**config.mk**
```make
export PLATFORM = sky130hd
export DESIGN_NAME = pcx_rle_image_decoder
export DESIGN_NICKNAME = d
export VERILOG_FILES = /design/src/design/pcxd_pkg.sv /design/src/design/pcx_rle_image_decoder.sv /design/src/design/pcxd_ctrl.sv /design/src/design/pcxd_dpath.sv
export SDC_FILE = /design/constraint.sdc
export NUM_CORES = 1
export LEC_CHECK = 0
export ABC_AREA = 1
export BUFFER_PORTS_ARGS = -buffer_cell sky130_fd_sc_hd__buf_4
export CAP_MARGIN = 20
export CORE_MARGIN = 1
export CORE_UTILIZATION = 59
export DETAILED_ROUTE_END_ITERATION = 8
export PLACE_DENSITY_LB_ADDON = 0.25
export SETUP_SLACK_MARGIN = 0.02
export SLEW_MARGIN = 20
export SYNTH_ARGS = -nofsm -noshare
export SYNTH_HDL_FRONTEND = slang
export SYNTH_HIERARCHICAL = 1
export SYNTH_SLANG_ARGS = --single-unit
```
**constraint.sdc**
```tcl
create_clock -name i_clk -period 5.05 [get_ports i_clk]
set_input_delay 0 -clock i_clk [delete_from_list [all_inputs] [get_ports i_clk]]
set_output_delay 0 -clock i_clk [all_outputs]
set_load 0.02 [all_outputs]
```
**src/design/pcxd_pkg.sv**
```systemverilog
// ----------------------------------------------------------------------------
// pcxd_pkg
// Types and constants shared by the PCX run-length image decoder modules.
// ----------------------------------------------------------------------------
package pcxd_pkg;

    // Limits of the decoded image
    localparam int MAX_WIDTH     = 4096;
    localparam int MAX_HEIGHT    = 4096;
    localparam int PALETTE_BYTES = 768;

    // Byte codes of the stream
    localparam logic [7:0] RUN_HDR_MIN = 8'd192;
    localparam logic [7:0] PAL_MARKER  = 8'd12;

    // Register indexes on the APB port
    typedef enum logic [2:0] {
        REG_COMPRESS_ON     = 3'd0,
        REG_IMAGE_WIDTH     = 3'd1,
        REG_IMAGE_HEIGHT    = 3'd2,
        REG_LINE_STRIDE     = 3'd3,
        REG_PALETTE_FOLLOWS = 3'd4
    } t_reg_idx;

    // Stream phase
    typedef enum logic [1:0] {
        PH_PIXEL   = 2'd0,
        PH_MARKER  = 2'd1,
        PH_PALETTE = 2'd2,
        PH_DONE    = 2'd3
    } t_phase;

    // Item kind codes
    localparam logic KIND_PIXEL   = 1'b0;
    localparam logic KIND_PALETTE = 1'b1;

    // Controller states
    typedef enum logic [1:0] {
        ST_IDLE  = 2'd0,
        ST_RUN   = 2'd1,
        ST_FLUSH = 2'd2
    } t_state;

    // Configuration registers
    typedef struct packed {
        logic        compress_on;
        logic [12:0] image_width;
        logic [12:0] image_height;
        logic [15:0] line_stride;
        logic        palette_follows;
    } t_cfg;

    // One result item
    typedef struct packed {
        logic        item_kind;
        logic [11:0] column;
        logic [11:0] row;
        logic [9:0]  palette_slot;
        logic [7:0]  value;
        logic        marker_missing;
        logic        all_done;
        logic        last;
    } t_result;

    // Controller to datapath
    typedef struct packed {
        logic accept;
        logic step;
        logic flush;
    } t_cmd;

    // Datapath to controller
    typedef struct packed {
        logic needs_run;
        logic step_last;
        logic pend_valid;
        logic out_free;
    } t_status;

endpackage

```
**src/design/pcx_rle_image_decoder.sv**
```systemverilog
// ----------------------------------------------------------------------------
// pcx_rle_image_decoder
// PCX run-length pixel stream decoder with palette pass-through.
// ----------------------------------------------------------------------------
// Usage:
//   Input channel: one raw file byte per request (after the header) on
//   i_raw_byte, i_in_valid / o_in_stall. Output channel: one pixel or
//   palette byte per request, o_out_valid / i_out_stall, with column, row,
//   palette slot, value, marker flag, all_done and last.
//   Configure over the APB port only while idle; pready is tied high.
//   A run header or marker byte is only accepted. A literal or
//   palette byte goes through accept, decode and flush, and a run is
//   expanded one decoded byte per cycle through the line position
//   counter while the receiver does not stall. Each result is held one
//   stage before the output register so that the last flag of its byte
//   can be set.
//   Reset returns the decoder to the first pixel of row 0 with the
//   registers at their defaults. A stalled receiver holds the output
//   register and halts run expansion; the input is stalled meanwhile.
// ----------------------------------------------------------------------------
module pcx_rle_image_decoder
    import pcxd_pkg::*;
(
    input  logic        i_clk,
    input  logic        i_rst_n,
    // Pixel stream in
    input  logic        i_in_valid,
    output logic        o_in_stall,
    input  logic [7:0]  i_raw_byte,
    // Result stream out
    output logic        o_out_valid,
    input  logic        i_out_stall,
    output logic        o_item_kind,
    output logic [11:0] o_column,
    output logic [11:0] o_row,
    output logic [9:0]  o_palette_slot,
    output logic [7:0]  o_value,
    output logic        o_marker_missing,
    output logic        o_all_done,
    output logic        o_last,
    // Register port
    input  logic        psel,
    input  logic        penable,
    input  logic        pwrite,
    input  logic [4:0]  paddr,
    input  logic [31:0] pwdata,
    output logic [31:0] prdata,
    output logic        pready
);

    t_cfg     r_cfg;
    t_reg_idx reg_idx;
    t_cmd     cmd;
    t_status  status;
    t_result  out_item;

    assign reg_idx = t_reg_idx'(paddr[4:2]);
    assign pready  = 1'b1;

    // Register writes
    always_ff @(posedge i_clk) begin
        if (!i_rst_n) begin
            r_cfg.compress_on     <= 1'b1;
            r_cfg.image_width     <= 13'd1;
            r_cfg.image_height    <= 13'd1;
            r_cfg.line_stride     <= 16'd0;
            r_cfg.palette_follows <= 1'b0;
        end else if (psel && penable && pwrite) begin
            case (reg_idx)
                REG_COMPRESS_ON:     r_cfg.compress_on     <= pwdata[0];
                REG_IMAGE_WIDTH:     r_cfg.image_width     <= pwdata[12:0];
                REG_IMAGE_HEIGHT:    r_cfg.image_height    <= pwdata[12:0];
                REG_LINE_STRIDE:     r_cfg.line_stride     <= pwdata[15:0];
                REG_PALETTE_FOLLOWS: r_cfg.palette_follows <= pwdata[0];
                default:             r_cfg                 <= r_cfg;
            endcase
        end
    end

    // Register reads
    always_comb begin
        case (reg_idx)
            REG_COMPRESS_ON:     prdata = {31'd0, r_cfg.compress_on};
            REG_IMAGE_WIDTH:     prdata = {19'd0, r_cfg.image_width};
            REG_IMAGE_HEIGHT:    prdata = {19'd0, r_cfg.image_height};
            REG_LINE_STRIDE:     prdata = {16'd0, r_cfg.line_stride};
            REG_PALETTE_FOLLOWS: prdata = {31'd0, r_cfg.palette_follows};
            default:             prdata = 32'd0;
        endcase
    end

    pcxd_ctrl u_ctrl (
        .i_clk      (i_clk),
        .i_rst_n    (i_rst_n),
        .i_in_valid (i_in_valid),
        .o_in_stall (o_in_stall),
        .i_status   (status),
        .o_cmd      (cmd)
    );

    pcxd_dpath u_dpath (
        .i_clk       (i_clk),
        .i_rst_n     (i_rst_n),
        .i_cfg       (r_cfg),
        .i_raw_byte  (i_raw_byte),
        .i_cmd       (cmd),
        .o_status    (status),
        .i_out_stall (i_out_stall),
        .o_out_valid (o_out_valid),
        .o_out       (out_item)
    );

    assign o_item_kind      = out_item.item_kind;
    assign o_column         = out_item.column;
    assign o_row            = out_item.row;
    assign o_palette_slot   = out_item.palette_slot;
    assign o_value          = out_item.value;
    assign o_marker_missing = out_item.marker_missing;
    assign o_all_done       = out_item.all_done;
    assign o_last           = out_item.last;

endmodule

```
**src/design/pcxd_ctrl.sv**
```systemverilog
// ----------------------------------------------------------------------------
// pcxd_ctrl
// Sequencer: takes a raw byte; for a literal, run value or palette byte it
// steps the datapath once per decoded byte, then flushes the held result with its last flag.
// ----------------------------------------------------------------------------
module pcxd_ctrl
    import pcxd_pkg::*;
(
    input  logic    i_clk,
    input  logic    i_rst_n,
    input  logic    i_in_valid,
    output logic    o_in_stall,
    input  t_status i_status,
    output t_cmd    o_cmd
);

    t_state r_state;
    t_state n_state;

    // State register
    always_ff @(posedge i_clk) begin
        if (!i_rst_n) begin
            r_state <= ST_IDLE;
        end else begin
            r_state <= n_state;
        end
    end

    // Next state
    always_comb begin
        n_state = r_state;
        case (r_state)
            ST_IDLE: begin
                if (i_in_valid && i_status.needs_run) begin
                    n_state = ST_RUN;
                end
            end
            ST_RUN: begin
                if (i_status.out_free && i_status.step_last) begin
                    n_state = ST_FLUSH;
                end
            end
            ST_FLUSH: begin
                if (!i_status.pend_valid || i_status.out_free) begin
                    n_state = ST_IDLE;
                end
            end
            default: n_state = ST_IDLE;
        endcase
    end

    // Commands
    always_comb begin
        o_in_stall   = 1'b1;
        o_cmd.accept = 1'b0;
        o_cmd.step   = 1'b0;
        o_cmd.flush  = 1'b0;
        case (r_state)
            ST_IDLE: begin
                o_in_stall   = 1'b0;
                o_cmd.accept = i_in_valid;
            end
            ST_RUN: begin
                o_cmd.step = i_status.out_free;
            end
            ST_FLUSH: begin
                o_cmd.flush = i_status.pend_valid && i_status.out_free;
            end
            default: o_in_stall = 1'b1;
        endcase
    end

endmodule

```
**src/design/pcxd_dpath.sv**
```systemverilog
// ----------------------------------------------------------------------------
// pcxd_dpath
// Decode state, line and palette counters, a one-deep holding stage that
// lets the last flag be set, and the output register.
// ----------------------------------------------------------------------------
module pcxd_dpath
    import pcxd_pkg::*;
(
    input  logic        i_clk,
    input  logic        i_rst_n,
    input  t_cfg        i_cfg,
    input  logic [7:0]  i_raw_byte,
    input  t_cmd        i_cmd,
    output t_status     o_status,
    input  logic        i_out_stall,
    output logic        o_out_valid,
    output t_result     o_out
);

    // Decode state
    t_phase      r_phase,      n_phase;
    logic        r_await,      n_await;
    logic [5:0]  r_run_len,    n_run_len;
    logic [15:0] r_lbp,        n_lbp;
    logic [11:0] r_line,       n_line;
    logic [9:0]  r_pal_pos,    n_pal_pos;
    logic        r_marker_bad, n_marker_bad;
    logic [7:0]  r_value,      n_value;
    logic [5:0]  r_count,      n_count;

    // Holding stage and output register
    logic    r_pend_valid;
    t_result r_pend;
    logic    r_out_valid;
    t_result r_out;

    // Step helpers
    logic [12:0] w;
    logic [12:0] h;
    logic [15:0] span;
    logic        final_row;
    logic [16:0] lbp_inc;
    logic        line_wrap;
    logic        pal_end;
    logic        is_hdr;
    logic        cand_valid;
    t_result     cand;
    logic        out_free;
    logic        push;
    logic        leaves;

    // Clamped geometry
    always_comb begin
        if (i_cfg.image_width == 13'd0) begin
            w = 13'd1;
        end else if (i_cfg.image_width > 13'(MAX_WIDTH)) begin
            w = 13'(MAX_WIDTH);
        end else begin
            w = i_cfg.image_width;
        end
        if (i_cfg.image_height == 13'd0) begin
            h = 13'd1;
        end else if (i_cfg.image_height > 13'(MAX_HEIGHT)) begin
            h = 13'(MAX_HEIGHT);
        end else begin
            h = i_cfg.image_height;
        end
    end

    assign span      = (i_cfg.line_stride > {3'b0, w}) ? i_cfg.line_stride : {3'b0, w};
    assign final_row = ({1'b0, r_line} + 13'd1) >= h;
    assign lbp_inc   = {1'b0, r_lbp} + 17'd1;
    assign line_wrap = lbp_inc >= {1'b0, span};
    assign pal_end   = ({1'b0, r_pal_pos} + 11'd1) >= 11'(PALETTE_BYTES);
    assign is_hdr    = i_cfg.compress_on && (i_raw_byte >= RUN_HDR_MIN);

    // Candidate result of one decoded byte
    always_comb begin
        cand       = '0;
        cand_valid = 1'b0;
        cand.value = r_value;
        if (r_phase == PH_PALETTE) begin
            cand_valid          = 1'b1;
            cand.item_kind      = KIND_PALETTE;
            cand.palette_slot   = r_pal_pos;
            cand.marker_missing = r_marker_bad;
            cand.all_done       = pal_end;
        end else begin
            cand_valid     = r_lbp < {3'b0, w};
            cand.item_kind = KIND_PIXEL;
            cand.column    = r_lbp[11:0];
            cand.row       = r_line;
            cand.all_done  = final_row && (lbp_inc == {4'b0, w})
                             && !i_cfg.palette_follows;
        end
    end

    // Next decode state
    always_comb begin
        n_phase      = r_phase;
        n_await      = r_await;
        n_run_len    = r_run_len;
        n_lbp        = r_lbp;
        n_line       = r_line;
        n_pal_pos    = r_pal_pos;
        n_marker_bad = r_marker_bad;
        n_value      = r_value;
        n_count      = r_count;
        leaves       = 1'b0;
        if (i_cmd.accept) begin
            case (r_phase)
                PH_PIXEL: begin
                    if (r_await) begin
                        n_value   = i_raw_byte;
                        n_count   = (r_run_len == 6'd0) ? 6'd1 : r_run_len;
                        n_await   = 1'b0;
                        n_run_len = 6'd0;
                    end else if (is_hdr) begin
                        n_await   = 1'b1;
                        n_run_len = i_raw_byte[5:0];
                    end else begin
                        n_value = i_raw_byte;
                        n_count = 6'd1;
                    end
                end
                PH_MARKER: begin
                    n_marker_bad = i_raw_byte != PAL_MARKER;
                    n_pal_pos    = 10'd0;
                    n_phase      = PH_PALETTE;
                end
                PH_PALETTE: begin
                    n_value = i_raw_byte;
                    n_count = 6'd1;
                end
                default: n_phase = r_phase;
            endcase
        end else if (i_cmd.step) begin
            n_count = r_count - 6'd1;
            if (r_phase == PH_PALETTE) begin
                leaves = pal_end;
                if (pal_end) begin
                    n_phase   = PH_DONE;
                    n_pal_pos = 10'd0;
                end else begin
                    n_pal_pos = r_pal_pos + 10'd1;
                end
            end else begin
                // Advance along the line; the last row ends the pixels
                if (line_wrap) begin
                    n_lbp = 16'd0;
                    if (final_row) begin
                        leaves    = 1'b1;
                        n_line    = 12'd0;
                        n_phase   = i_cfg.palette_follows ? PH_MARKER : PH_DONE;
                        n_await   = 1'b0;
                        n_run_len = 6'd0;
                    end else begin
                        n_line = r_line + 12'd1;
                    end
                end else begin
                    n_lbp = lbp_inc[15:0];
                end
            end
        end
    end

    always_ff @(posedge i_clk) begin
        if (!i_rst_n) begin
            r_phase      <= PH_PIXEL;
            r_await      <= 1'b0;
            r_run_len    <= 6'd0;
            r_lbp        <= 16'd0;
            r_line       <= 12'd0;
            r_pal_pos    <= 10'd0;
            r_marker_bad <= 1'b0;
            r_count      <= 6'd0;
        end else begin
            r_phase      <= n_phase;
            r_await      <= n_await;
            r_run_len    <= n_run_len;
            r_lbp        <= n_lbp;
            r_line       <= n_line;
            r_pal_pos    <= n_pal_pos;
            r_marker_bad <= n_marker_bad;
            r_count      <= n_count;
        end
    end

    always_ff @(posedge i_clk) begin
        r_value <= n_value;
    end

    // Holding stage: a result waits until the next one shows it was not the last
    assign out_free = !r_out_valid || !i_out_stall;
    assign push     = (i_cmd.step && cand_valid && r_pend_valid) || i_cmd.flush;

    always_ff @(posedge i_clk) begin
        if (!i_rst_n) begin
            r_pend_valid <= 1'b0;
        end else if (i_cmd.step && cand_valid) begin
            r_pend_valid <= 1'b1;
        end else if (i_cmd.flush) begin
            r_pend_valid <= 1'b0;
        end
    end

    always_ff @(posedge i_clk) begin
        if (i_cmd.step && cand_valid) begin
            r_pend <= cand;
        end
    end

    // Output register
    always_ff @(posedge i_clk) begin
        if (!i_rst_n) begin
            r_out_valid <= 1'b0;
        end else if (push) begin
            r_out_valid <= 1'b1;
        end else if (!i_out_stall) begin
            r_out_valid <= 1'b0;
        end
    end

    // last flag is bit 0 of the result
    always_ff @(posedge i_clk) begin
        if (push) begin
            r_out <= {r_pend[$bits(t_result)-1:1], i_cmd.flush};
        end
    end

    // Status
    always_comb begin
        o_status.needs_run  = ((r_phase == PH_PIXEL) && (r_await || !is_hdr))
                              || (r_phase == PH_PALETTE);
        o_status.step_last  = (r_count == 6'd1) || leaves;
        o_status.pend_valid = r_pend_valid;
        o_status.out_free   = out_free;
    end

    assign o_out_valid = r_out_valid;
    assign o_out       = r_out;

endmodule

```
Word level (Yosys, flattened, before mapping)
Index checks and enable logic that the tools add are counted.

word-level totals
  bits in registers = 201
  logic and storage cells = 188

operators by class
  $add $sub $neg = 6
  order comparisons = 8
  eq/ne operators = 23
  muxes and demuxes = 66
  bitwise operators = 2
  reductions and logical operators = 51

operators with widths
  kind                     count
  $pmux W16 S5             1
  $mux W6                  13
  $mux W13                 4
  $mux W10                 5
  $mux W16                 2
  $gt A13 B13 Y1 const B   2
  $logic_not A13 Y1        2
  $mux W1                  24
  $mux W2                  11
  $add A16 B1 Y17 const B  1
  $eq A17 B13 Y1           1
  $ge A17 B16 Y1           1
  $gt A16 B13 Y1           1
  $lt A16 B13 Y1           1
  $mux W8                  2
  $pmux W8 S2              1
  $reduce_and A3 Y1        5
  $add A12 B1 Y13 const B  1
  $ge A13 B13 Y1           1
  $add A12 B1 Y12 const B  1
  $mux W12                 1
  $ne A2 B1 Y1 const B     6
  $pmux W6 S2              1
  $reduce_and A2 Y1        6
  other kinds (29)         62

Logic depth before layout (Yosys ltp)
Gate-level depths: netlist of run 1.

  word-level depth = 14
  mapped depth = 35
  gate-level depth less buffers = 33

Modules after synthesis
Netlist of run 1, hierarchy kept.

by module, submodules not included
  module                 times used  cells an instance  area an instance (um^2)  sequential area each (um^2)
  pcxd_dpath             1           941                8294.2                   4093.9
  pcx_rle_image_decoder  1           356                2238.4                   880.8
  pcxd_ctrl              1           22                 127.6                    40.0

Least setup slack after synthesis of run 1
No wires, ideal clock.

  kind = reg-to-reg
  start = register r_cfg[40] (netlist name)
  end = register u_dpath.r_out (netlist bit u_dpath/o_out[0]) (enable)
  setup time = 404 ps
  arrival time = 3937 ps
  data required time = 4646 ps
  path slack = 709 ps
  cell stages (with the launch flop) = 18
  path buffers = 1
  clock period less this slack = 4341 ps
  cells stage by stage = dfxtp_1 -> nor2_1 -> nand2_1 -> nor2_1 -> nand3_1 -> nand2_1 -> buf_2 -> nand2_1 -> ha_1 -> a21oi_1 -> o21ai_0 -> a21oi_1 -> o21ai_0 -> nand2_1 -> nand2_1 -> inv_1 -> nand2_1 -> nand2_1

between the ends
  cells in the longest elaborated chain, start to end = 8
  elaborated cells on any way between the ends = 9
  those cells by class = 2 x order compare; 3 x mux; 4 x reduce/logical

ends and longest elaborated chain
  what                                line                         source
  start, declared                     pcx_rle_image_decoder.sv:51  t_cfg r_cfg;
  start signal, assigned              pcx_rle_image_decoder.sv:75  default: r_cfg <= r_cfg;
  $gt A13 B13 Y1                      pcxd_dpath.sv:56             end else if (i_cfg.image_width > 13'(MAX_WIDTH)) begin
  $mux W13                            pcxd_dpath.sv:56
  $mux W13 *                          pcxd_dpath.sv:54             if (i_cfg.image_width == 13'd0) begin
  $lt A16 B13 Y1 *                    pcxd_dpath.sv:89             cand_valid = r_lbp < {3'b0, w};
  $mux W1 *                           pcxd_dpath.sv:82             if (r_phase == PH_PALETTE) begin
  $logic_and A1 B1 Y1 * (2 in a row)  pcxd_dpath.sv:195            assign push = (i_cmd.step && cand_valid && r_pend_valid) || i_cmd.flush;
  $logic_or A1 B1 Y1 *                pcxd_dpath.sv:195
  named net u_dpath.push              pcxd_dpath.sv:49             logic push;
  end signal, assigned                pcxd_dpath.sv:227            r_out <= {r_pend[$bits(t_result)-1:1], i_cmd.flush};
  end, declared                       pcxd_dpath.sv:35             t_result r_out;

Mark *: on every way through the listed nets, which the timed path passes. The rest lies on a longest branch.
A chain may end at the register's enable or synchronous reset.

==> results.cfg, run 1 <==
[routing]
firstDrtPassIters = 5
routed_wl_um = 25400
drtAntennaViolNets = 0
dr.first_iter.drc_count = 806
avgViaCountPerCell = 5.49
vias = 9239
drcViolationCount = 0
wire_per_inst_um = 15.1

[setup_path]
worst_ep_required_time_ns = 5.49
r2r_setup_slack_ns = 0.51
cp.arrival_ns = 4.98
crit_start = r_cfg[40]
crit_top_cell = nand2_1
slowest_stage = dfxtp_1
timing.rr.start = r_cfg[40]
start_kind = flop
r2r-end = u_ctrl/r_state[1]
worstSetupPathType = flop to flop
max_stage_delay_ns = 0.35
critPathMaxFanout = 15
crit_path_end = u_ctrl/r_state[1]
end_kind = flop
ff2ff_path_depth = 32

[power]
pwr-share-comb = 0.161
powerDensity_nw_per_um2 = 335
pwr-share-seq = 0.460
p_total_mw = 4.20
power.internal_mw = 3.05
p_clk_frac = 0.379
p_sw_frac = 0.274
vdd_drop_max_v = 0.000377
p_switching_mw = 1.15
p_leak_nw = 5.43

[global_routing]
grt_max_degree = 65
overflow = 0
grt_pass1_vias = 8659
grt_pass1_wl_um = 41300
grt_use_total = 0.281
antenna_found_initial = 0

[yosys]
syn_avg_cell_area_um2 = 8.08
synthCells = 1319
synth_cell_types = 44
ys_warn_count = 6
ys_ff_latch = 201
synth_edf_count = 99
synth_flop_cell = dfxtp_1
syn_area_um2 = 10700
synth_top_cell_by_area = edfxtp_1
netlist.area_leader.share = 0.279
synth_area_leaders = edfxtp_1 (28%), dfxtp_1 (19%), nand2_1 (11%)
yosysSeqAreaShare = 0.470
synthArstFlopShare = 0

[cells_and_area]
finalNetCount = 1556
diodes = 0
area_delta_synth_final_pct = 17.7
stdcell_area_um2 = 12500
fillers = 1338
layout.cells.non_filler = 1683
post-route-util = 0.718
layout-drive-gt1-share = 0.143

[placement]
globalplace.congestion = 0.937
io_buffers = 97
placed_cells = 1614
postPlaceCellArea_um2 = 11500
dp_worst_setup_slack_ns = 0.427
hpwl_um = 17600

[worst_hold_path]
min_path_type = primary input to flop

[timing]
worst_slew_pin_slew_ns = 1.03
slew_headroom = 0.315
hold_viol = 0
fin_crit_sh = 0.899
tns_ns = 0
finalClockSkew_ns = 0.0121
max_freq_mhz = 220
setup_viol = 0
min_period_ns = 4.54
holdWs_ns = 0.0341
slew_viol_final = 0
grt_setup_unrepaired = no
setup_ws_ns = 0.508

[cts]
clockRootBuffer = clkbuf_16
cts_made_buffers = 21
clkTransAtPathRegs_ns = 0.06
h-tree-depth = 1
clk_latency_ns = 0.49
cts.sinks = 201
cts_tree = yes
cts_setup_buffers = 0
cts.path.max_buffers = 3

[floorplanning]
core_area_um2 = 17500
rows = 48
die_h_um = 136
ios = 133
fp.dieW_um = 136
start_util = 0.610
die_area_um2 = 18600

[status]
status = complete, no violations

[flow_run]
drv_cap = 0
-- critical path, delay by kind of cell, from the launching register on --
family / cells / cell delay, ns
AND/OR/NAND/NOR: 23 / 2.43
flip-flops: 1 / 0.35
AO/OA/AOI/OAI: 5 / 0.79
buffers and inverters: 2 / 0.30
adder cells (fa/ha/maj): 2 / 0.61
-- power by group through the flow --
stage	clock, mW	sequential [mW]	combinational, mW
after floorplan	0	1.97	0.455
after global placement	0	1.95	0.624
after detailed placement	0	1.96	0.646
after CTS	1.61	1.93	0.669
after global routing	1.67	1.94	0.752
final	1.59	1.93	0.678
-- worst min-delay path by stage --
stage,from,endpoint,slack (ns),depth (start not counted)
2_1_floorplan,i_rst_n,u_ctrl/r_state[1],0.1,2
4_1_cts,i_rst_n,r_cfg[43],0.03,2
6_report,i_rst_n,r_cfg[43],0.03,2
3_5_place_dp,i_raw_byte[3],u_dpath/r_value[3],0.20,1
3_3_place_gp,i_raw_byte[3],u_dpath/r_value[3],0.20,1
5_1_grt,i_rst_n,r_cfg[43],0.06,2
-- synthesized netlist by cell type, types with 2 or more instances --
| cell type | instances |
|---|---|
| nor2_4 | 3 |
| nand4_1 | 22 |
| xnor3_1 | 2 |
| nand2_2 | 19 |
| nor2_1 | 193 |
| a21oi_1 | 53 |
| buf_6 | 2 |
| o21ai_0 | 45 |
| buf_4 | 24 |
| a211oi_1 | 2 |
| nand2_4 | 2 |
| nand3b_1 | 4 |
| dfxtp_1 | 102 |
| inv_2 | 9 |
| inv_1 | 134 |
| nor4_1 | 7 |
| buf_2 | 8 |
| xor2_1 | 22 |
| nor3_1 | 22 |
| o21ai_1 | 8 |
| a21oi_2 | 15 |
| nand2_1 | 318 |
| clkbuf_1 | 13 |
| conb_1 | 2 |
| nand3_2 | 3 |
| buf_1 | 6 |
| nor2_2 | 10 |
| nand3_1 | 94 |
| a31oi_1 | 3 |
| ha_1 | 60 |
| edfxtp_1 | 99 |
-- cell usage in the layout (no fill, tap or decap), types with 6 or more instances in the layout --
cell type and instances:
nor3_1 22, dfxtp_1 102, buf_4 109, inv_2 9, nor2_1 193, clkbuf_16 22
nand4_1 22, nand2_1 315, nand3_1 94, xor2_1 22, nor2_2 9, dlygate4sd3_1 32
a21oi_2 15, ha_1 60, nor4_1 6, nand2_2 21, inv_1 133, edfxtp_1 99
a21oi_1 53, o21ai_1 8, o21ai_0 45, conb_1 17
-- cell families after synthesis --
kind of cell / after synthesis / share of synthesized area
XOR/XNOR: 25 / 0.0231
AND/OR/NAND/NOR: 700 / 0.283
AO/OA/AOI/OAI: 134 / 0.0711
flip-flops: 201 / 0.470
adder cells (fa/ha/maj): 60 / 0.0704
other: 2 / 0.000704
buffers and inverters: 197 / 0.0812
-- what timing repair did --
action                                  4_1_cts  5_1_grt
endpoints found under the setup margin        0        5
resized for setup                             0        2
hold buffers                                 32        0
endpoints found under the hold margin        61        0
-- registers in the layout, indices dropped and copies added (netlist names), 2 cells and up --
name,count
u_dpath/r_phase,2
u_dpath/r_pal_pos,10
r_cfg,44
u_dpath/r_value,8
u_dpath/o_out,46
u_ctrl/r_state,2
u_dpath/r_run_len,6
u_dpath/r_pend,45
u_dpath/r_count,6
u_dpath/r_line,12
u_dpath/r_lbp,16
-- layout make-up --
cell class,instances,area (µm²),share of cell area
Sequential cell,201,5010,0.400
Multi-Input combinational cell,936,4860,0.387
Timing Repair Buffer,141,1140,0.0908
Clock buffer,25,562,0.0448
Inverter,143,537,0.0428
Tap cell,225,282,0.0224
Clock inverter,12,151,0.0121
-- layer usage --
layer,vias to the layer above,part of all wire,wire length [µm],global-route usage
met5,-,0,0,0
met4,0,0.031,776,0.105
met3,67,0.061,1550,0.0358
met2,361,0.49,12600,0.498
met1,4278,0.41,10500,0.349
li1,4533,-,-,-
Note: power is estimated with default switching activity, not from simulation.
==> inputs of run 2 (changes only) <==
ABC_AREA = unset   (was 1)
CORE_UTILIZATION = 30   (was 59)
==> results.cfg, run 2 <==
[cells_and_area]
layout_commonest_cell = nand2_1
diodes = 0
area_delta_synth_final_pct = 20.9
final_cell_mix = nand2_1 (125), buf_4 (116), dfxtp_1 (102)
largest_reg_flops = 46
stdcell_area_um2 = 12700
finalNetCount = 1260
layout-drive-gt1-share = 0.164

[global_routing]
antenna_found_initial = 0
grt_use_total = 0.142
grt_pass1_vias = 7380
grt_pass1_wl_um = 40900
overflow = 0
grt_max_degree = 77

[cts]
cts.path.max_buffers = 3
clk_latency_ns = 0.50
clkTransAtPathRegs_ns = 0.07
cts_setup_buffers = 0
cts_tree = yes
clockRootBuffer = clkbuf_16
cts_made_buffers = 23
cts.sinks = 201
h-tree-depth = 1

[power]
p_clk_frac = 0.396
p_leak_nw = 4.83
p_sw_frac = 0.258
pwr-share-comb = 0.137
pwr-share-seq = 0.467
powerDensity_nw_per_um2 = 318
power.internal_mw = 3.00
p_switching_mw = 1.04
vdd_drop_max_v = 0.000163

[routing]
routed_wl_um = 25600
drcViolationCount = 0
avgViaCountPerCell = 4.77
firstDrtPassIters = 5
dr.first_iter.drc_count = 386
drtAntennaViolNets = 0
wire_per_inst_um = 15.8
vias = 7728

[yosys]
synth_top_cell_by_area = edfxtp_1
syn_area_um2 = 10500
netlist.area_leader.share = 0.283
synthCells = 1025
synth_cell_types = 82
synth_area_leaders = edfxtp_1 (28%), dfxtp_1 (19%), ha_1 (7.1%)
synth_most_common_cell = nand2_1
syn_avg_cell_area_um2 = 10.3
ys_warn_count = 6
yosysSeqAreaShare = 0.477
synth_edf_count = 99
ys_top_cells_by_count = nand2_1 (125), dfxtp_1 (102), edfxtp_1 (99)
ys_ff_latch = 201
synth_flop_cell = dfxtp_1
synthArstFlopShare = 0

[floorplanning]
die_h_um = 189
rows = 68
die_area_um2 = 35800
fp.dieW_um = 189
ios = 133
core_area_um2 = 34500
start_util = 0.305

[setup_path]
worst_ep_required_time_ns = 5.48
critPathMaxFanout = 13
worstSetupPathType = flop to flop
start_kind = flop
end_kind = flop
r2r_setup_slack_ns = 0.45
cp.arrival_ns = 5.03

[timing]
tns_ns = 0
max_freq_mhz = 217
hold_viol = 0
setup_viol = 0
grt_setup_unrepaired = no
finalClockSkew_ns = 0.0134
worst_slew_pin_slew_ns = 0.941
min_period_ns = 4.60
slew_viol_final = 0
fin_crit_sh = 0.910
slew_headroom = 0.371

[placement]
postPlaceCellArea_um2 = 11600
io_buffers = 97
hpwl_um = 18500
globalplace.congestion = 0.845

[status]
status = complete, no violations

[flow_run]
drv_cap = 0

[worst_hold_path]
min_path_type = primary input to flop
-- run 2: logic make-up (layout without fill, tap and decap cells) --
logic type | count (synthesis) | in the layout | synth area share
fa+ha+maj | 60 | 60 | 0.0714
other cells | 2 | 17 | 0.000714
buf+inv | 106 | 230 | 0.0532
mux | 72 | 72 | 0.0708
xor+xnor | 42 | 42 | 0.0357
simple gates | 377 | 377 | 0.184
flops | 201 | 201 | 0.477
compound gates | 165 | 165 | 0.108
-- run 2: layout make-up --
type,instances,area [µm²]
Timing Repair Buffer,150,1220
Clock buffer,33,654
Fill cell,3494,21800
Tap cell,455,569
Inverter,39,146
Sequential cell,201,5010
Clock inverter,8,66.3
Multi-Input combinational cell,733,5050
-- run 2: per-stage QoR --
| stage | power, mW | util | hold slack (ns) | cells | setup slack [ns] |
|---|---|---|---|---|---|
| floorplan | 2.27 | - | 0.0989 | 1040 | 0.607 |
| global placement | 2.46 | 0.337 | 0.202 | 1545 | 0.454 |
| detailed placement | 2.46 | 0.337 | 0.201 | 1545 | 0.400 |
| CTS | 4.10 | 0.368 | 0.0758 | 1619 | 0.373 |
| global route | 4.22 | 0.368 | 0.106 | 1619 | 0.0626 |
| finish | 4.05 | 0.368 | 0.0839 | 1619 | 0.452 |
-- run 2: per-layer routing --
metal,global-route usage,vias up,part of all wire
li1,-,3913,-
met1,0.203,3638,0.49
met2,0.224,146,0.45
met3,0.0171,31,0.040
met4,0.0388,0,0.018
met5,0,-,0
-- run 2: path summary, 6_finish.rpt --
| check | depth (start not counted) | startpoint | end |
|---|---|---|---|
| min reg2reg | 0 | u_dpath/r_pend[3] | u_dpath/o_out[3] |
| max | 20 | r_cfg[42] | u_dpath/r_lbp[5] |
| min | 2 | i_rst_n | u_dpath/r_pend_valid |
| max reg2reg | 20 | r_cfg[42] | u_dpath/r_lbp[5] |
-- run 2: worst max-delay path: stages (launching register included) --
cell and delay, ns:
dfxtp_1 0.34, buf_4 0.20, nor2b_2 0.18, inv_1 0.10
ha_1 0.29, nor2b_1 0.13, o21a_1 0.12, o21ai_1 0.05
a21oi_1 0.17, a211oi_1 0.08, o31ai_2 0.27, buf_12 0.19
mux2_2 0.34, ha_1 0.29, a211oi_1 0.24, o21ai_1 0.11
o2111ai_1 0.19, nand3b_1 0.19, or2_1 0.38, or4_1 0.51
a31oi_1 0.14
-- run 2: power groups by stage --
stage,combinational (mW),sequential (mW),clock (mW)
2_1_floorplan,0.343,1.93,0
3_3_place_gp,0.534,1.92,0
3_5_place_dp,0.537,1.92,0
4_1_cts,0.558,1.89,1.65
5_1_grt,0.614,1.90,1.71
6_report,0.553,1.89,1.60
-- run 2: repair_timing --
action,in CTS,in global routing
endpoints found under the hold margin,62,0
setup endpoints to repair,0,4
hold buffers,33,0
gates resized for setup,0,5
